File: src/hdl/bsfc_pkg.sv
`default_nettype none
// ----------------------------------------------------------------------------
// bsfc_pkg
// Shared types, codes and defaults for the blob shape filter and counter.
// ----------------------------------------------------------------------------
package bsfc_pkg;

	localparam int ID_SLOTS_DEF = 64;
	localparam int ID_W         = 16;
	localparam int LINE_W       = 12;
	localparam int AREA_CFG_W   = 24;
	localparam int SIDE_CFG_W   = 12;
	localparam int CFG_DW       = 24;
	localparam int CFG_IW       = 3;
	localparam int CNT_W        = 16;

	localparam logic [AREA_CFG_W-1:0] BLANK_AREA_DEF = 24'd80000;
	localparam logic [AREA_CFG_W-1:0] MIN_AREA_DEF   = 24'd100;
	localparam logic [AREA_CFG_W-1:0] MAX_AREA_DEF   = 24'd2000;
	localparam logic [SIDE_CFG_W-1:0] MIN_SIDE_DEF   = 12'd8;
	localparam logic [SIDE_CFG_W-1:0] MAX_SIDE_DEF   = 12'd60;
	localparam logic [SIDE_CFG_W-1:0] MAX_DIFF_DEF   = 12'd24;

	typedef enum logic [CFG_IW-1:0] {
		REG_BLANK_AREA = 3'd0,
		REG_MIN_AREA   = 3'd1,
		REG_MAX_AREA   = 3'd2,
		REG_MIN_SIDE   = 3'd3,
		REG_MAX_SIDE   = 3'd4,
		REG_MAX_DIFF   = 3'd5
	} cfg_reg_t;

	typedef enum logic [3:0] {
		RSN_COUNTED      = 4'd0,
		RSN_BLANK        = 4'd1,
		RSN_REPEAT       = 4'd2,
		RSN_ASPECT       = 4'd3,
		RSN_AREA_SMALL   = 4'd4,
		RSN_AREA_LARGE   = 4'd5,
		RSN_HEIGHT_SMALL = 4'd6,
		RSN_HEIGHT_LARGE = 4'd7,
		RSN_WIDTH_SMALL  = 4'd8,
		RSN_WIDTH_LARGE  = 4'd9,
		RSN_CLEARED      = 4'd10
	} reason_t;

	typedef enum logic [2:0] {
		ST_IDLE,
		ST_CALC,
		ST_CLASS,
		ST_SCAN,
		ST_FINISH
	} state_t;

	function automatic logic [CNT_W-1:0] sat_inc(input logic [CNT_W-1:0] v);
		sat_inc = (v == {CNT_W{1'b1}}) ? v : v + 1'b1;
	endfunction

endpackage
`default_nettype wire

File: src/hdl/blob_shape_filter_counter.sv
`default_nettype none
// ----------------------------------------------------------------------------
// blob_shape_filter_counter
// Shape filter and new-object counter for finished blobs, with an id list.
// ----------------------------------------------------------------------------
// One item is worked on at a time. A clear command, or a blob that is
// rejected on its shape or taken as blank, goes from the calc state through
// the class state to the finish state, where its result is loaded. A blob
// that passes the shape checks first scans the id list in memory, one entry
// per cycle, over the seen_count entries in use (at most ID_SLOTS), and stops
// early when its id turns up; the single read port of the id list sets that
// pace. The block takes a new item in the cycle after its result is loaded
// into the output register, even while that result still waits to be taken.
// The counter outputs show the totals after the step of the result on offer.
// The id list needs no clearing pass: only entries below the fill count are
// ever read, so a clear just resets that count.
// ----------------------------------------------------------------------------
module blob_shape_filter_counter #(
	parameter int ID_SLOTS = bsfc_pkg::ID_SLOTS_DEF
) (
	input  wire logic                          clk,
	input  wire logic                          arst_n,
	// configuration
	input  wire logic                          cfg_we,
	input  wire logic [bsfc_pkg::CFG_IW-1:0]   cfg_index,
	input  wire logic [bsfc_pkg::CFG_DW-1:0]   cfg_data,
	// input channel
	input  wire logic                          in_valid,
	output logic                               in_ready,
	input  wire logic                          cmd,
	input  wire logic [bsfc_pkg::ID_W-1:0]     blob_id,
	input  wire logic [bsfc_pkg::LINE_W-1:0]   bottom_line,
	input  wire logic [bsfc_pkg::LINE_W-1:0]   top_line,
	input  wire logic [bsfc_pkg::LINE_W-1:0]   blob_width,
	// output channel
	output logic                               out_valid,
	input  wire logic                          out_ready,
	output logic                               counted,
	output logic                               blank_seen,
	output logic [3:0]                         reason_code,
	output logic [bsfc_pkg::CNT_W-1:0]         object_total,
	output logic [bsfc_pkg::CNT_W-1:0]         reject_total,
	output logic [bsfc_pkg::CNT_W-1:0]         repeat_rejects,
	output logic [bsfc_pkg::CNT_W-1:0]         aspect_rejects,
	output logic [bsfc_pkg::CNT_W-1:0]         large_area_rejects,
	output logic [bsfc_pkg::CNT_W-1:0]         tall_rejects,
	output logic [bsfc_pkg::CNT_W-1:0]         wide_rejects,
	output logic                               table_full
);

	import bsfc_pkg::*;

	localparam int CW = $clog2(ID_SLOTS + 1);
	localparam int AW = (ID_SLOTS > 1) ? $clog2(ID_SLOTS) : 1;
	localparam logic [CW-1:0] SLOTS_C = CW'(ID_SLOTS);

	// configuration registers
	logic [AREA_CFG_W-1:0] blank_area_q, min_area_q, max_area_q;
	logic [SIDE_CFG_W-1:0] min_side_q, max_side_q, max_diff_q;

	always_ff @(posedge clk or negedge arst_n) begin
		if (!arst_n) begin
			blank_area_q <= BLANK_AREA_DEF;
			min_area_q   <= MIN_AREA_DEF;
			max_area_q   <= MAX_AREA_DEF;
			min_side_q   <= MIN_SIDE_DEF;
			max_side_q   <= MAX_SIDE_DEF;
			max_diff_q   <= MAX_DIFF_DEF;
		end else if (cfg_we) begin
			case (cfg_reg_t'(cfg_index))
				REG_BLANK_AREA: blank_area_q <= cfg_data;
				REG_MIN_AREA:   min_area_q   <= cfg_data;
				REG_MAX_AREA:   max_area_q   <= cfg_data;
				REG_MIN_SIDE:   min_side_q   <= cfg_data[SIDE_CFG_W-1:0];
				REG_MAX_SIDE:   max_side_q   <= cfg_data[SIDE_CFG_W-1:0];
				REG_MAX_DIFF:   max_diff_q   <= cfg_data[SIDE_CFG_W-1:0];
				default: ;
			endcase
		end
	end

	// control
	state_t state_q, state_nxt;
	logic   in_fire, fin_fire, rd_en, hit, issue;

	// captured item
	logic              cmd_q;
	logic [ID_W-1:0]   id_q;
	logic [LINE_W-1:0] bottom_q, top_q, width_q;

	// arithmetic stage
	logic signed [12:0] h_c, h_s1;
	logic signed [25:0] area_c, area_s1;
	logic signed [13:0] diff_c;
	logic        [12:0] adiff_c, adiff_s1;

	// classification
	reason_t reason_c, reason_q, final_reason;
	logic    known_q;

	// id scan
	logic [CW-1:0]   scan_idx_q;
	logic            rd_pend_q;
	logic [ID_W-1:0] rd_data;
	logic [CW-1:0]   seen_count_q;
	logic            ram_we;

	// counters and flags
	logic [CNT_W-1:0] obj_q, tot_q, rep_q, asp_q, lrg_q, tall_q, wide_q;
	logic             blank_q, out_valid_q, counted_q, full_q;
	reason_t          out_reason_q;

	assign in_fire = in_valid && in_ready;

	always_ff @(posedge clk) begin
		if (in_fire) begin
			cmd_q    <= cmd;
			id_q     <= blob_id;
			bottom_q <= bottom_line;
			top_q    <= top_line;
			width_q  <= blob_width;
		end
	end

	// height, area and side difference
	always_comb begin
		h_c     = $signed({1'b0, bottom_q}) - $signed({1'b0, top_q});
		area_c  = 26'(h_c) * 26'($signed({1'b0, width_q}));
		diff_c  = $signed({2'b00, width_q}) - $signed({h_c[12], h_c});
		adiff_c = diff_c[13] ? 13'(-diff_c) : diff_c[12:0];
	end

	always_ff @(posedge clk) begin
		if (state_q == ST_CALC) begin
			h_s1     <= h_c;
			area_s1  <= area_c;
			adiff_s1 <= adiff_c;
		end
	end

	// checks in order: blank, width, height, area, side difference
	always_comb begin
		logic signed [25:0] blank_lim, amin, amax;
		logic signed [12:0] smin, smax;
		blank_lim = $signed({2'b00, blank_area_q});
		amin      = $signed({2'b00, min_area_q});
		amax      = $signed({2'b00, max_area_q});
		smin      = $signed({1'b0, min_side_q});
		smax      = $signed({1'b0, max_side_q});
		if (cmd_q) begin
			reason_c = RSN_CLEARED;
		end else if (area_s1 > blank_lim) begin
			reason_c = RSN_BLANK;
		end else if (!(width_q > min_side_q && width_q < max_side_q)) begin
			reason_c = (width_q > max_side_q) ? RSN_WIDTH_LARGE : RSN_WIDTH_SMALL;
		end else if (!(h_s1 > smin && h_s1 < smax)) begin
			reason_c = (h_s1 > smax) ? RSN_HEIGHT_LARGE : RSN_HEIGHT_SMALL;
		end else if (!(area_s1 > amin && area_s1 < amax)) begin
			reason_c = (area_s1 > amax) ? RSN_AREA_LARGE : RSN_AREA_SMALL;
		end else if (!(adiff_s1 < {1'b0, max_diff_q})) begin
			reason_c = RSN_ASPECT;
		end else begin
			reason_c = RSN_COUNTED;
		end
	end

	assign hit   = rd_pend_q && (rd_data == id_q);
	assign issue = scan_idx_q < seen_count_q;

	// next state
	always_comb begin
		state_nxt = state_q;
		case (state_q)
			ST_IDLE:   if (in_valid) state_nxt = ST_CALC;
			ST_CALC:   state_nxt = ST_CLASS;
			ST_CLASS:  state_nxt = (reason_c == RSN_COUNTED) ? ST_SCAN : ST_FINISH;
			ST_SCAN:   if (hit || !issue) state_nxt = ST_FINISH;
			ST_FINISH: if (!out_valid_q || out_ready) state_nxt = ST_IDLE;
			default:   state_nxt = ST_IDLE;
		endcase
	end

	// state outputs
	always_comb begin
		in_ready = 1'b0;
		rd_en    = 1'b0;
		fin_fire = 1'b0;
		case (state_q)
			ST_IDLE:   in_ready = 1'b1;
			ST_SCAN:   rd_en    = !hit && issue;
			ST_FINISH: fin_fire = !out_valid_q || out_ready;
			default: ;
		endcase
	end

	always_ff @(posedge clk or negedge arst_n) begin
		if (!arst_n) begin
			state_q <= ST_IDLE;
		end else begin
			state_q <= state_nxt;
		end
	end

	// scan of the id list, one entry per cycle, compare in the cycle after the read
	always_ff @(posedge clk or negedge arst_n) begin
		if (!arst_n) begin
			scan_idx_q <= '0;
			rd_pend_q  <= 1'b0;
			known_q    <= 1'b0;
			reason_q   <= RSN_COUNTED;
		end else begin
			case (state_q)
				ST_CLASS: begin
					reason_q   <= reason_c;
					scan_idx_q <= '0;
					rd_pend_q  <= 1'b0;
					known_q    <= 1'b0;
				end
				ST_SCAN: begin
					rd_pend_q <= rd_en;
					if (rd_en) scan_idx_q <= scan_idx_q + 1'b1;
					if (hit) known_q <= 1'b1;
				end
				default: ;
			endcase
		end
	end

	bsfc_id_ram #(
		.DEPTH (ID_SLOTS),
		.AW    (AW),
		.DW    (ID_W)
	) u_id_ram (
		.clk   (clk),
		.we    (ram_we),
		.waddr (seen_count_q[AW-1:0]),
		.wdata (id_q),
		.re    (rd_en),
		.raddr (scan_idx_q[AW-1:0]),
		.rdata (rd_data)
	);

	// id 0 is never a repeat
	assign final_reason = (reason_q == RSN_COUNTED && id_q != '0 && known_q) ?
		RSN_REPEAT : reason_q;
	assign ram_we = fin_fire && final_reason == RSN_COUNTED && !known_q &&
		seen_count_q < SLOTS_C;

	always_ff @(posedge clk or negedge arst_n) begin
		if (!arst_n) begin
			obj_q        <= '0;
			tot_q        <= '0;
			rep_q        <= '0;
			asp_q        <= '0;
			lrg_q        <= '0;
			tall_q       <= '0;
			wide_q       <= '0;
			blank_q      <= 1'b0;
			seen_count_q <= '0;
			out_valid_q  <= 1'b0;
			counted_q    <= 1'b0;
			full_q       <= 1'b0;
			out_reason_q <= RSN_COUNTED;
		end else begin
			if (out_valid_q && out_ready) out_valid_q <= 1'b0;
			if (fin_fire) begin
				out_valid_q  <= 1'b1;
				out_reason_q <= final_reason;
				counted_q    <= (final_reason == RSN_COUNTED);
				full_q       <= (final_reason == RSN_COUNTED) && !known_q &&
					seen_count_q == SLOTS_C;
				case (final_reason)
					RSN_CLEARED: begin
						obj_q        <= '0;
						tot_q        <= '0;
						rep_q        <= '0;
						asp_q        <= '0;
						lrg_q        <= '0;
						tall_q       <= '0;
						wide_q       <= '0;
						blank_q      <= 1'b0;
						seen_count_q <= '0;
					end
					RSN_BLANK: blank_q <= 1'b1;
					RSN_WIDTH_LARGE: begin
						wide_q <= sat_inc(wide_q);
						tot_q  <= sat_inc(tot_q);
					end
					RSN_HEIGHT_LARGE: begin
						tall_q <= sat_inc(tall_q);
						tot_q  <= sat_inc(tot_q);
					end
					RSN_AREA_LARGE: begin
						lrg_q <= sat_inc(lrg_q);
						tot_q <= sat_inc(tot_q);
					end
					RSN_ASPECT: begin
						asp_q <= sat_inc(asp_q);
						tot_q <= sat_inc(tot_q);
					end
					RSN_REPEAT: begin
						rep_q <= sat_inc(rep_q);
						tot_q <= sat_inc(tot_q);
					end
					RSN_COUNTED: begin
						obj_q <= sat_inc(obj_q);
						if (ram_we) seen_count_q <= seen_count_q + 1'b1;
					end
					default: ;
				endcase
			end
		end
	end

	assign out_valid          = out_valid_q;
	assign counted            = counted_q;
	assign blank_seen         = blank_q;
	assign reason_code        = out_reason_q;
	assign object_total       = obj_q;
	assign reject_total       = tot_q;
	assign repeat_rejects     = rep_q;
	assign aspect_rejects     = asp_q;
	assign large_area_rejects = lrg_q;
	assign tall_rejects       = tall_q;
	assign wide_rejects       = wide_q;
	assign table_full         = full_q;

endmodule
`default_nettype wire

File: src/hdl/bsfc_id_ram.sv
`default_nettype none
// ----------------------------------------------------------------------------
// bsfc_id_ram
// Id list storage: one write port, one read port with registered read data.
// ----------------------------------------------------------------------------
module bsfc_id_ram #(
	parameter int DEPTH = 64,
	parameter int AW    = 6,
	parameter int DW    = 16
) (
	input  wire logic          clk,
	input  wire logic          we,
	input  wire logic [AW-1:0] waddr,
	input  wire logic [DW-1:0] wdata,
	input  wire logic          re,
	input  wire logic [AW-1:0] raddr,
	output logic      [DW-1:0] rdata
);

	logic [DW-1:0] mem [0:DEPTH-1];

	always_ff @(posedge clk) begin
		if (we) begin
			mem[waddr] <= wdata;
		end
	end

	always_ff @(posedge clk) begin
		if (re) begin
			rdata <= mem[raddr];
		end
	end

endmodule
`default_nettype wire
File: config.mk
export PLATFORM = sky130hd
export DESIGN_NAME = blob_shape_filter_counter
export DESIGN_NICKNAME = d
export VERILOG_FILES = /design/src/hdl/bsfc_pkg.sv /design/src/hdl/blob_shape_filter_counter.sv /design/src/hdl/bsfc_id_ram.sv
export SDC_FILE = /design/constraint.sdc
export NUM_CORES = 2
export LEC_CHECK = 0
export BUFFER_PORTS_ARGS = -buffer_cell sky130_fd_sc_hd__buf_2
export CORE_ASPECT_RATIO = 0.7
export CORE_MARGIN = 3
export CORE_UTILIZATION = 65
export DETAILED_ROUTE_END_ITERATION = 8
export PLACE_DENSITY_LB_ADDON = 0.15
export SETUP_SLACK_MARGIN = 0.2
export SYNTH_ARGS = -nofsm -noshare
export SYNTH_HDL_FRONTEND = slang
export SYNTH_SLANG_ARGS = --single-unit
File: constraint.sdc
create_clock -name clk -period 16.3 [get_ports clk]
set_clock_uncertainty 0.05 [all_clocks]
set_input_delay 0 -clock clk [delete_from_list [all_inputs] [get_ports clk]]
set_output_delay 0 -clock clk [all_outputs]
set_load 0.03 [all_outputs]
==> results.sh <==
export IMPL_cts_sinks=1396
export IMPL_cts_htree_levels=4
export IMPL_totalWireLength_mm=167.2
export IMPL_die_h_microns=270.4
export IMPL_core_area_sq_um=98490
export IMPL_netlist_area_sq_um=64890
export IMPL_cts_tree="built"
export IMPL_grt_overflow=0
export IMPL_die_x_microns=383.6
export IMPL_max_stage_delay_ns=0.54
export IMPL_antenna_found_initial=9
export IMPL_route_detailed_drc=0
export IMPL_post_drt_wl_per_cell_microns=27.76
export IMPL_holdWs_ns=0.02947
export IMPL_layout_drive_gt1_share_pct=19.86
export IMPL_slew_headroom_pct=2.527
export IMPL_synth_edf_count=1145
export IMPL_synth_warnings=0
export IMPL_finish_instance_area_sq_um=73700
export IMPL_die_area_sq_um=103700
export IMPL_dpl_hpwl_mm=104.8
export IMPL_rr_startpoint="bottom_q[1]"
export IMPL_nFillCells=5757
export IMPL_setup_violations_final=0
export IMPL_critPathMostFrequentCell="fa_1"
export IMPL_post_route_period_util_pct=48.77
export IMPL_fmax_mhz=125.8
export IMPL_startpoint_type="register"
export IMPL_grt_max_degree=136
export IMPL_tns_ns=0
export IMPL_synthAdderAreaFrac_pct=9.352
export IMPL_worstSetupEndpointType="register"
export IMPL_synth_mux_area_fraction_pct=12.39
export IMPL_ant_nets=0
export IMPL_rrSetupSlack_ns=8.35
export IMPL_grt_pass1_wl_mm=251.7
export IMPL_gp_congestion=0.8976
export IMPL_portBuffers=205
export IMPL_hold_viol_final=0
export IMPL_synth_main_ff_cell="edfxtp_1"
export IMPL_grt_use_total_pct=33.08
export IMPL_nNetsFinal=5075
export IMPL_hold_path_end="cmd_q"
export IMPL_slew_viol_final=0
export IMPL_arrival_ns=8.38
export IMPL_rsz0062_at_grt="false"
export IMPL_grt_pass1_vias=38610
export IMPL_ys_seq_elements=1396
export IMPL_r2r_end="area_s1[25]"
export IMPL_placed_area_sq_um=67910
export IMPL_multi_input_area_sq_um=22210
export IMPL_synth_xor_area_share_pct=2.295
export IMPL_final_common_cell="edfxtp_1"
export IMPL_dp_slack_ns=8.535
export IMPL_critPathKind="register to register"
export IMPL_syn_area_per_cell_sq_um=15.68
export IMPL_ys_async_sr_fraction_pct=17.98
export IMPL_yosysSeqAreaShare_pct=62.71
export IMPL_num_vias=38730
export IMPL_synth_top_family_by_area="multiplexers"
export IMPL_violations="max-capacitance violations"
export IMPL_regArea_sq_um=40700
export IMPL_rr_worst_depth=29
export IMPL_io_pins=206
export IMPL_start_util_pct=65.88
export IMPL_synth_compound_area_share_pct=3.386
export IMPL_period_needed_ns=7.950
export IMPL_synth_distinct_cells=78
export IMPL_drt_iter0_drc=5354
export IMPL_outcome="finished, violations left"
export IMPL_syn_nets=4619
export IMPL_yosys_area_share_simple_pct=6.676
export IMPL_clk_pin_slew_ns=0.06
export IMPL_min_path_type="input port to register"
export IMPL_drtPass1Iterations=6
export IMPL_cts_repair_resized=0
export IMPL_viasPerCell=6.430
export IMPL_worstHoldStart="in_valid"
export IMPL_clk_latency_ns=0.75
export IMPL_syn_inst=4139
export IMPL_path_max_fanout=14
export IMPL_numCtsBuffers=131
export IMPL_whs_path_depth=3
export IMPL_cpMaxStageDelayCell="fa_1"
export IMPL_row_count=96
export IMPL_syn2layout_area_growth_pct=13.58
export IMPL_drv_cap=1
export IMPL_worst_ep_required_time_ns=16.73
export IMPL_clock_root_buffer="clkbuf_16"
export IMPL_cts_buffer_depth=3
export IMPL_tightest_slew_ns=1.425
export IMPL_final_cell_mix="1145 x edfxtp_1, 393 x inv_1, 336 x mux4_2, 264 x nand2_1, 245 x ha_1"
export IMPL_worst_slack_ns=8.350
[synthesized netlist by cell type (38+ instances only)]
cell type	n	area [sq um]
edfxtp_1	1145	34380
inv_1	393	1475
mux4_2	336	7567
nand2_1	264	991.0
ha_1	245	3065
nor2_1	243	912.1
dfrtp_1	230	5756
fa_1	150	3003
o21ai_0	142	710.7
clkbuf_1	105	394.1
xnor2_1	87	762.0
xor2_1	83	727.0
a21oi_1	74	370.4
nand3_1	73	365.4
and2_1	60	375.4
nand4_1	53	331.6
a21o_1	45	337.8
nor3_1	40	200.2
nor2b_1	38	237.7
[critical path, delay by kind of cell, from the launching register on]
kind            cells  cell delay (ns)
compound gates     11             2.42
buf+inv             5             0.42
xor+xnor            2             0.27
fa+ha+maj           7             3.20
simple gates        4             0.93
flops               1             0.40
[through the flow]
| stage | util, % | cells |
|---|---|---|
| 4_1_cts | 74.82 | 6021 |
| 6_report | 74.82 | 6023 |
| 2_1_floorplan | - | 4139 |
| 3_3_place_gp | 68.95 | 5628 |
| 3_5_place_dp | 68.95 | 5628 |
| 5_1_grt | 74.82 | 6021 |
[state kept, by name (all words and copies together) (netlist names), 24 cells and up]
name,count
min_area_q,24
max_area_q,24
u_id_ram.mem,1024
blank_area_q,24
area_s1,26
[how the worst max path moves through the flow]
stage / start / endpoint / slack, ns / cells past startpoint
2_1_floorplan: top_q[1] / area_s1[25] / 9.04 / 30
3_3_place_gp: top_q[1] / area_s1[25] / 8.69 / 30
3_5_place_dp: top_q[1] / area_s1[25] / 8.53 / 30
4_1_cts: top_q[1] / area_s1[25] / 8.47 / 30
5_1_grt: top_q[1] / area_s1[25] / 8.01 / 30
6_report: bottom_q[1] / area_s1[25] / 8.35 / 29
[metal layers]
layer  vias to the layer above  track usage, %  wire length, microns
li1                      16250               -                     -
met1                     19690           52.51                 69340
met2                      2525           45.55                 71510
met3                       261           9.414                 22440
met4                         8           8.861                  3875
met5                         -               0                    46
[final cells by class]
class,instances,share of cell area (%)
antenna,2,0.006791
clock buffer,162,4.779
clock inverter,74,0.9134
inverter,394,2.010
multi-input combinational,2202,30.14
sequential,1396,55.22
tap,1323,2.246
timing repair buffer,470,4.679
[kinds of logic after synthesis]
family | count (synthesis)
AOI/OAI and AO/OA | 358
xor gates and xnor gates | 170
adders and majority gates | 395
buffers and inverters | 541
DFF | 1396
muxes | 379
and+or+nand+nor | 900
[timing repair]
| item | in CTS | in global routing |
|---|---|---|
| setup buffers | 0 | 0 |
| hold buffers | 157 | 0 |
| hold endpoints to repair | 281 | 0 |
| setup endpoints to repair | 0 | 0 |
Power is left out: the tool's default activity adds up to more than one toggle a clock period on the data nets, which glitch-free logic cannot reach.
